`config.mk`:
```
export PLATFORM = sky130hd
export DESIGN_NAME = imh_seq
export DESIGN_NICKNAME = d
export VERILOG_FILES = /design/src/rtl/imh_pkg.sv /design/src/rtl/imh_seq.sv
export SDC_FILE = /design/constraint.sdc
export NUM_CORES = 1
export LEC_CHECK = 0
export ABC_CLOCK_PERIOD_IN_PS = 29700
export BUFFER_PORTS_ARGS = -buffer_cell sky130_fd_sc_hd__buf_2
export CAP_MARGIN = 20
export CORE_UTILIZATION = 45
export CTS_BUF_LIST = sky130_fd_sc_hd__clkbuf_4
export DETAILED_ROUTE_END_ITERATION = 16
export PLACE_DENSITY = 0.69
export SKIP_LAST_GASP = 1
export SLEW_MARGIN = 0
export SYNTH_ARGS = -nofsm -noshare
export SYNTH_HDL_FRONTEND = slang
export SYNTH_SLANG_ARGS = --single-unit
```
`constraint.sdc`:
```
create_clock -name aclk -period 29.7 [get_ports aclk]
set_input_delay 4.455 -clock aclk [delete_from_list [all_inputs] [get_ports aclk]]
set_output_delay 4.455 -clock aclk [all_outputs]
set_load 0.05 [all_outputs]
```
`src/rtl/imh_pkg.sv`:
```
`timescale 1ns / 1ps

package imh_pkg;

    localparam int KEY_W    = 64;
    localparam int POS_W    = 10;
    localparam int HDL_W    = 16;
    localparam int CNT_W    = 11;
    localparam int STATUS_W = 2;

    // At most this many move beats are reported for one input.
    localparam int MAX_MOVES = 11;
    localparam int MCNT_W    = 4;

    localparam logic KIND_UPSERT = 1'b0;
    localparam logic KIND_DELETE = 1'b1;

    localparam logic [STATUS_W-1:0] ST_OK    = 2'd0;
    localparam logic [STATUS_W-1:0] ST_FULL  = 2'd1;
    localparam logic [STATUS_W-1:0] ST_RANGE = 2'd2;

    typedef struct packed {
        logic              kind;
        logic [POS_W-1:0]  position;
        logic [KEY_W-1:0]  new_value;
        logic [HDL_W-1:0]  entry_handle;
    } imh_in_t;

    typedef struct packed {
        logic [HDL_W-1:0]    moved_handle;
        logic [POS_W-1:0]    moved_position;
        logic                has_move;
        logic [CNT_W-1:0]    entry_count;
        logic [KEY_W-1:0]    min_value;
        logic [STATUS_W-1:0] status;
        logic                last;
    } imh_out_t;

    typedef struct packed {
        logic     valid;
        imh_out_t data;
    } imh_emit_t;

    function automatic imh_out_t make_move(input logic [HDL_W-1:0] hdl,
                                           input logic [POS_W-1:0] pos);
        imh_out_t o;
        o = '0;
        o.moved_handle   = hdl;
        o.moved_position = pos;
        o.has_move       = 1'b1;
        return o;
    endfunction

    function automatic imh_out_t make_final(input logic [CNT_W-1:0]    cnt,
                                            input logic [KEY_W-1:0]    min_key,
                                            input logic [STATUS_W-1:0] st);
        imh_out_t o;
        o = '0;
        o.entry_count = cnt;
        o.min_value   = min_key;
        o.status      = st;
        o.last        = 1'b1;
        return o;
    endfunction

endpackage

```
`src/rtl/imh_seq.sv`:
```
`timescale 1ns / 1ps

module imh_seq
    import imh_pkg::*;
#(
    parameter int CAPACITY    = 1024,
    parameter int HANDLE_BITS = 16,
    localparam int AW  = $clog2(CAPACITY),
    localparam int CW  = $clog2(CAPACITY + 1),
    localparam int RW  = KEY_W + HANDLE_BITS
) (
    input  logic          aclk,
    input  logic          aresetn,
    input  logic          s_valid,
    output logic          s_ready,
    input  imh_in_t       s_data,
    input  logic          out_free,
    output imh_emit_t     emit,
    output logic          ram_we,
    output logic [AW-1:0] ram_waddr,
    output logic [RW-1:0] ram_wdata,
    output logic          ram_re,
    output logic [AW-1:0] ram_raddr,
    input  logic [RW-1:0] ram_rdata
);

    localparam int XW  = (CW > POS_W) ? CW : POS_W;
    localparam int XCW = AW + 2;

    typedef enum logic [11:0] {
        S_IDLE   = 12'b0000_0000_0001,
        S_DEL_RD = 12'b0000_0000_0010,
        S_DEL_MV = 12'b0000_0000_0100,
        S_UP_RD  = 12'b0000_0000_1000,
        S_UP_CMP = 12'b0000_0001_0000,
        S_DN_RDL = 12'b0000_0010_0000,
        S_DN_L   = 12'b0000_0100_0000,
        S_DN_R   = 12'b0000_1000_0000,
        S_DN_MV  = 12'b0001_0000_0000,
        S_PLACE  = 12'b0010_0000_0000,
        S_FIN_RD = 12'b0100_0000_0000,
        S_FIN_OUT= 12'b1000_0000_0000
    } state_t;

    state_t                  state_reg, state_next;
    logic [CW-1:0]           count_reg, count_next;
    logic [STATUS_W-1:0]     status_reg, status_next;
    logic [MCNT_W-1:0]       mcnt_reg, mcnt_next;
    logic                    first_reg, first_next;
    logic [AW-1:0]           pos_reg, pos_next;
    logic [KEY_W-1:0]        key_reg, key_next;
    logic [HANDLE_BITS-1:0]  hdl_reg, hdl_next;
    logic [KEY_W-1:0]        best_key_reg, best_key_next;
    logic [HANDLE_BITS-1:0]  best_hdl_reg, best_hdl_next;
    logic [AW-1:0]           best_pos_reg, best_pos_next;

    logic [KEY_W-1:0]        rd_key;
    logic [HANDLE_BITS-1:0]  rd_hdl;
    logic [KEY_W-1:0]        cmp_a, cmp_b;
    logic                    lt;
    logic [XW-1:0]           in_pos_x, cnt_x;
    logic [AW-1:0]           parent;
    logic [XCW-1:0]          lch, rch, cnt_c;
    logic                    move_ok;

    assign rd_key   = ram_rdata[HANDLE_BITS +: KEY_W];
    assign rd_hdl   = ram_rdata[HANDLE_BITS-1:0];
    assign in_pos_x = XW'(s_data.position);
    assign cnt_x    = XW'(count_reg);
    assign parent   = (pos_reg - 1'b1) >> 1;
    assign lch      = (XCW'(pos_reg) << 1) + 1'b1;
    assign rch      = lch + 1'b1;
    assign cnt_c    = XCW'(count_reg);
    assign move_ok  = (mcnt_reg < MCNT_W'(MAX_MOVES));
    assign s_ready  = (state_reg == S_IDLE);

    // The one key comparator, steered by the sequencer state.
    always_comb begin
        case (state_reg)
            S_UP_CMP: begin
                cmp_a = key_reg;
                cmp_b = rd_key;
            end
            S_DN_R: begin
                cmp_a = rd_key;
                cmp_b = best_key_reg;
            end
            default: begin
                cmp_a = rd_key;
                cmp_b = key_reg;
            end
        endcase
    end
    assign lt = (cmp_a < cmp_b);

    always_comb begin
        state_next    = state_reg;
        count_next    = count_reg;
        status_next   = status_reg;
        mcnt_next     = mcnt_reg;
        first_next    = first_reg;
        pos_next      = pos_reg;
        key_next      = key_reg;
        hdl_next      = hdl_reg;
        best_key_next = best_key_reg;
        best_hdl_next = best_hdl_reg;
        best_pos_next = best_pos_reg;
        ram_we        = 1'b0;
        ram_waddr     = pos_reg;
        ram_wdata     = {key_reg, hdl_reg};
        ram_re        = 1'b0;
        ram_raddr     = pos_reg;
        emit          = '0;

        case (state_reg)
            S_IDLE: begin
                if (s_valid) begin
                    status_next = ST_OK;
                    mcnt_next   = '0;
                    first_next  = 1'b1;
                    key_next    = s_data.new_value;
                    hdl_next    = HANDLE_BITS'(s_data.entry_handle);
                    if (s_data.kind == KIND_UPSERT) begin
                        if (in_pos_x < cnt_x) begin
                            pos_next   = AW'(s_data.position);
                            state_next = (AW'(s_data.position) == '0) ? S_DN_RDL : S_UP_RD;
                        end else if (count_reg == CW'(CAPACITY)) begin
                            status_next = ST_FULL;
                            state_next  = S_FIN_RD;
                        end else begin
                            pos_next   = AW'(count_reg);
                            count_next = count_reg + 1'b1;
                            state_next = (count_reg == '0) ? S_DN_RDL : S_UP_RD;
                        end
                    end else begin
                        if (in_pos_x >= cnt_x) begin
                            status_next = ST_RANGE;
                            state_next  = S_FIN_RD;
                        end else begin
                            pos_next   = AW'(s_data.position);
                            count_next = count_reg - 1'b1;
                            state_next = (in_pos_x == cnt_x - 1'b1) ? S_FIN_RD : S_DEL_RD;
                        end
                    end
                end
            end

            // The count already excludes the last slot, so it addresses it.
            S_DEL_RD: begin
                ram_re     = 1'b1;
                ram_raddr  = AW'(count_reg);
                state_next = S_DEL_MV;
            end

            S_DEL_MV: begin
                if (out_free) begin
                    key_next   = rd_key;
                    hdl_next   = rd_hdl;
                    emit.valid = move_ok;
                    emit.data  = make_move(HDL_W'(rd_hdl), POS_W'(pos_reg));
                    mcnt_next  = move_ok ? mcnt_reg + 1'b1 : mcnt_reg;
                    state_next = (pos_reg == '0) ? S_DN_RDL : S_UP_RD;
                end
            end

            S_UP_RD: begin
                ram_re     = 1'b1;
                ram_raddr  = parent;
                state_next = S_UP_CMP;
            end

            // On the first level a key that does not rise is sifted down instead.
            S_UP_CMP: begin
                if (lt) begin
                    if (out_free) begin
                        ram_we     = 1'b1;
                        ram_wdata  = ram_rdata;
                        emit.valid = move_ok;
                        emit.data  = make_move(HDL_W'(rd_hdl), POS_W'(pos_reg));
                        mcnt_next  = move_ok ? mcnt_reg + 1'b1 : mcnt_reg;
                        first_next = 1'b0;
                        pos_next   = parent;
                        state_next = (parent == '0) ? S_PLACE : S_UP_RD;
                    end
                end else begin
                    state_next = first_reg ? S_DN_RDL : S_PLACE;
                end
            end

            S_DN_RDL: begin
                if (lch < cnt_c) begin
                    ram_re     = 1'b1;
                    ram_raddr  = AW'(lch);
                    state_next = S_DN_L;
                end else begin
                    state_next = S_PLACE;
                end
            end

            S_DN_L: begin
                if (lt) begin
                    best_key_next = rd_key;
                    best_hdl_next = rd_hdl;
                    best_pos_next = AW'(lch);
                end else begin
                    best_key_next = key_reg;
                    best_hdl_next = hdl_reg;
                    best_pos_next = pos_reg;
                end
                if (rch < cnt_c) begin
                    ram_re     = 1'b1;
                    ram_raddr  = AW'(rch);
                    state_next = S_DN_R;
                end else begin
                    state_next = S_DN_MV;
                end
            end

            S_DN_R: begin
                if (lt) begin
                    best_key_next = rd_key;
                    best_hdl_next = rd_hdl;
                    best_pos_next = AW'(rch);
                end
                state_next = S_DN_MV;
            end

            S_DN_MV: begin
                if (best_pos_reg == pos_reg) begin
                    state_next = S_PLACE;
                end else if (out_free) begin
                    ram_we     = 1'b1;
                    ram_wdata  = {best_key_reg, best_hdl_reg};
                    emit.valid = move_ok;
                    emit.data  = make_move(HDL_W'(best_hdl_reg), POS_W'(pos_reg));
                    mcnt_next  = move_ok ? mcnt_reg + 1'b1 : mcnt_reg;
                    pos_next   = best_pos_reg;
                    state_next = S_DN_RDL;
                end
            end

            S_PLACE: begin
                if (out_free) begin
                    ram_we     = 1'b1;
                    emit.valid = move_ok;
                    emit.data  = make_move(HDL_W'(hdl_reg), POS_W'(pos_reg));
                    mcnt_next  = move_ok ? mcnt_reg + 1'b1 : mcnt_reg;
                    state_next = S_FIN_RD;
                end
            end

            S_FIN_RD: begin
                ram_re     = 1'b1;
                ram_raddr  = '0;
                state_next = S_FIN_OUT;
            end

            S_FIN_OUT: begin
                if (out_free) begin
                    emit.valid = 1'b1;
                    emit.data  = make_final(CNT_W'(count_reg),
                                            (count_reg != '0) ? rd_key : '0, status_reg);
                    state_next = S_IDLE;
                end
            end

            default: begin
                state_next = S_IDLE;
            end
        endcase
    end

    always_ff @(posedge aclk) begin
        if (!aresetn) begin
            state_reg  <= S_IDLE;
            count_reg  <= '0;
            status_reg <= ST_OK;
            mcnt_reg   <= '0;
            first_reg  <= 1'b0;
        end else begin
            state_reg  <= state_next;
            count_reg  <= count_next;
            status_reg <= status_next;
            mcnt_reg   <= mcnt_next;
            first_reg  <= first_next;
        end
    end

    always_ff @(posedge aclk) begin
        pos_reg      <= pos_next;
        key_reg      <= key_next;
        hdl_reg      <= hdl_next;
        best_key_reg <= best_key_next;
        best_hdl_reg <= best_hdl_next;
        best_pos_reg <= best_pos_next;
    end

endmodule

```
==> results.md <==
* Status: finished clean
* CORE AREA at 0.03643 mm²
* Final hold viol count at 0
* Net switching power at roughly 620 µW
* Pre-antenna DRT Iters at 6
* Synth cell types at 70
* # rows at 70
* Fillers at 3435
* HP Start: status_reg[1]
* Clock power share at 21.7%
* H-tree depth at 3
* CP Class: in -> out
* CTS buffer count at 66
* CP Capture Type: output port
* Syn avg cell area at 8.907 µm²
* Footprint of the multi-input gates at between 0.01 and 0.015 mm²
* Global-route wire length before repair at 86.84 mm
* Pre-CTS setup slack at 15.43 ns
* Max-cap violation count at 0
* R2r startpoint: state_reg[6]
* DP Wirelength at ~39 mm
* Count of cells resized by post-cts repair at 0
* Util after Layout at ~54%
* Slew @ Worst Pin at about 1.1 ns
* Post-synth EDFFs at 180
* Leakage power at 0.008673 µW
* Peak supply drop at ~0.037 mV
* #FFs+latches synth at 210
* Sequential cell area at 0.006006 mm²
* Post-route worst hold slack at between 0.4 and 0.5 ns
* RSZ-0062 raised after global routing: false
* Initial core utilization at 45.59%
* Power share of the combinational group at 45.0%
* Die Area at 0.03769 mm²
* IO Count at 384
* Synth Flop Type: edfxtp_1
* CTS root buf: clkbuf_4
* Gate Count Post-Synth at 1865
* Latest clock arrival within the worst-skew pair at 0.77 ns
* Wire per inst at 20.68 µm
* Port-buffer cells at 383
* Final worst-path setup slack at 15.63 ns
* Total internal power at 756.9 µW
* Critical path peak fanout at 82
* HP Class: reg -> reg
* Worst Hold Endpoint: status_reg[1]
* Hold Buf Count CTS at 0
* Initial antenna violation count at 5
* Total congestion overflow at 0
* Vias in the first global route at 15601
* Via density at 5.983
* Antenna-violating nets left at 0
* Routed vias at 16268
* Sequential power share at 33.3%
* Final-report max-slew violation count at 0
* Hold Path Stages at 2
* Layout area overhead at 18.64%
* Min Tclk post-route at 14.07 ns
* DR DRC count at 0
* CTS tree: done
* Highest-count cells in the layout ignoring fill and taps: 414 x nand2_1, 384 x buf_2, 180 x edfxtp_1
* Commonest non-fill, non-tap cell in the layout: nand2_1
* Post-synth ARST share at 0%
* Clock Skews at ~0.07 ns
* Rel. slew slack at 24.08%
* R2r endpoint: ram_waddr[1]
* Fmax at approximately 0.071 GHz
* Largest net degree at the start of global routing at 83
* Setup violators final at 0
* Final Net Count at 2477
* Period utilization at 47.39%
* Reg2Reg Depth at 17
* Postcts setup bufs at 0
* Die width at between 150 and 200 µm
* Power Density at ~70 mW/mm²
* Post-Route Setup TNS at 0 ns
* Clk buf depth at 3
* WL final at 56.23 mm
* 1st-iter DRT viols at 1308
* Clock sinks at 210
* Worst path arrival time at 9.62 ns
* Share of layout cells above drive strength 1 at between 30% and 40%
* Sw frac at 45.07%
* Yosys Warn Count at 0
* Finished Layout Cells at 2719
* DP Cell Count at about 2600
* Die Ht at 194.1 µm
* GR Util All Layers at 29.13%
* Clock Pin Slew Worst Setup and Hold Paths at 0.05 ns
* CP Launch Type: input port
* Placer Congestion at about 0.93
* Mapped Nets at between 2000 and 2500
* CP Data Required Time at 25.24 ns
* Register area share after synthesis at a little over a third
* R2r setup slk at 21.34 ns
* Post-synthesis cell area at 0.01661 mm²
critical path, stage by stage:
cell and delay [ns]:
buf_2 0.15, a22o_1 0.15, a21oi_1 0.05, ha_1 0.34, nand4_1 0.15, nor4_1 0.91, nand4_1 0.37, a311oi_1 0.53
or4_1 0.26, nor3_4 0.05, buf_4 0.44, nor2_4 0.52, buf_4 0.61, nand2_1 0.13, nand2_1 0.09, buf_2 0.27
final cells by class:
cell class                 count  area share [%]
clock buffer                  99           3.771
clock inverter                13          0.4190
tap                          468           2.971
antenna                        4         0.05079
sequential                   210           30.47
timing repair buffer         403           10.78
multi-input combinational   1493           50.98
inverter                      29          0.5523
cell families (layout without fill, tap and decap cells):
logic type / after synthesis / after routing / synth area share, %
buf+inv: 162 / 544 / 3.856
other cells: 0 / 4 / 0
simple gates: 749 / 749 / 20.64
xor+xnor: 48 / 48 / 2.531
compound gates: 428 / 428 / 17.96
mux: 169 / 169 / 11.40
fa+ha+maj: 99 / 99 / 7.457
flops: 210 / 210 / 36.15
Yosys cell counts (16+ instances only):
cell type	count	area (µm²)
a21oi_1	123	615.6
a222oi_1	16	160.2
a22o_1	64	560.5
a22oi_1	85	638.1
and2_1	88	550.5
buf_2	26	130.1
clkbuf_1	100	375.4
dfxtp_1	30	600.6
edfxtp_1	180	5405
ha_1	99	1239
inv_1	29	108.9
mux2_2	160	1802
nand2_1	414	1554
nand3_1	31	155.2
nand4_1	21	131.4
nor2_1	92	345.3
nor3_1	18	90.09
nor4_1	21	131.4
o21ai_0	43	215.2
xnor2_1	28	245.2
xor2_1	20	175.2
per-layer routing:
layer,track usage (%),share of wire [%],vias to the layer above
li1,-,-,7614
met2,46.82,46,826
met3,5.079,8.0,124
met4,11.76,3.2,4
met1,38.83,42,7700
met5,0,0.044,-
through the flow:
| stage | instance area, µm² | power, µW |
|---|---|---|
| after global routing | 19710 | 1454 |
| after CTS | 19640 | 1377 |
| after detailed placement | 18820 | 1076 |
| after global placement | 18790 | 1066 |
| final | 19710 | 1378 |
| after floorplan | 16610 | 909.6 |
how the worst max path moves through the flow:
| stage | from | to | slack (ns) |
|---|---|---|---|
| CTS | ram_rdata[79] | ram_wdata[27] | 15.43 |
| detailed placement | ram_rdata[79] | ram_wdata[46] | 15.43 |
| floorplan | ram_rdata[69] | best_hdl_reg[0] | 15.90 |
| finish | ram_rdata[79] | ram_wdata[27] | 15.63 |
| global route | ram_rdata[79] | ram_wdata[35] | 15.26 |
| global placement | ram_rdata[79] | ram_wdata[20] | 15.65 |
power by group through the flow:
stage	clock network, µW	logic (µW)	registers (µW)
2_1_floorplan	0	462	448
3_3_place_gp	0	603	463
3_5_place_dp	0	614	462
4_1_cts	305	617	456
5_1_grt	320	670	464
6_report	299	620	459
No activity file was read; power rests on OpenSTA's default activity.
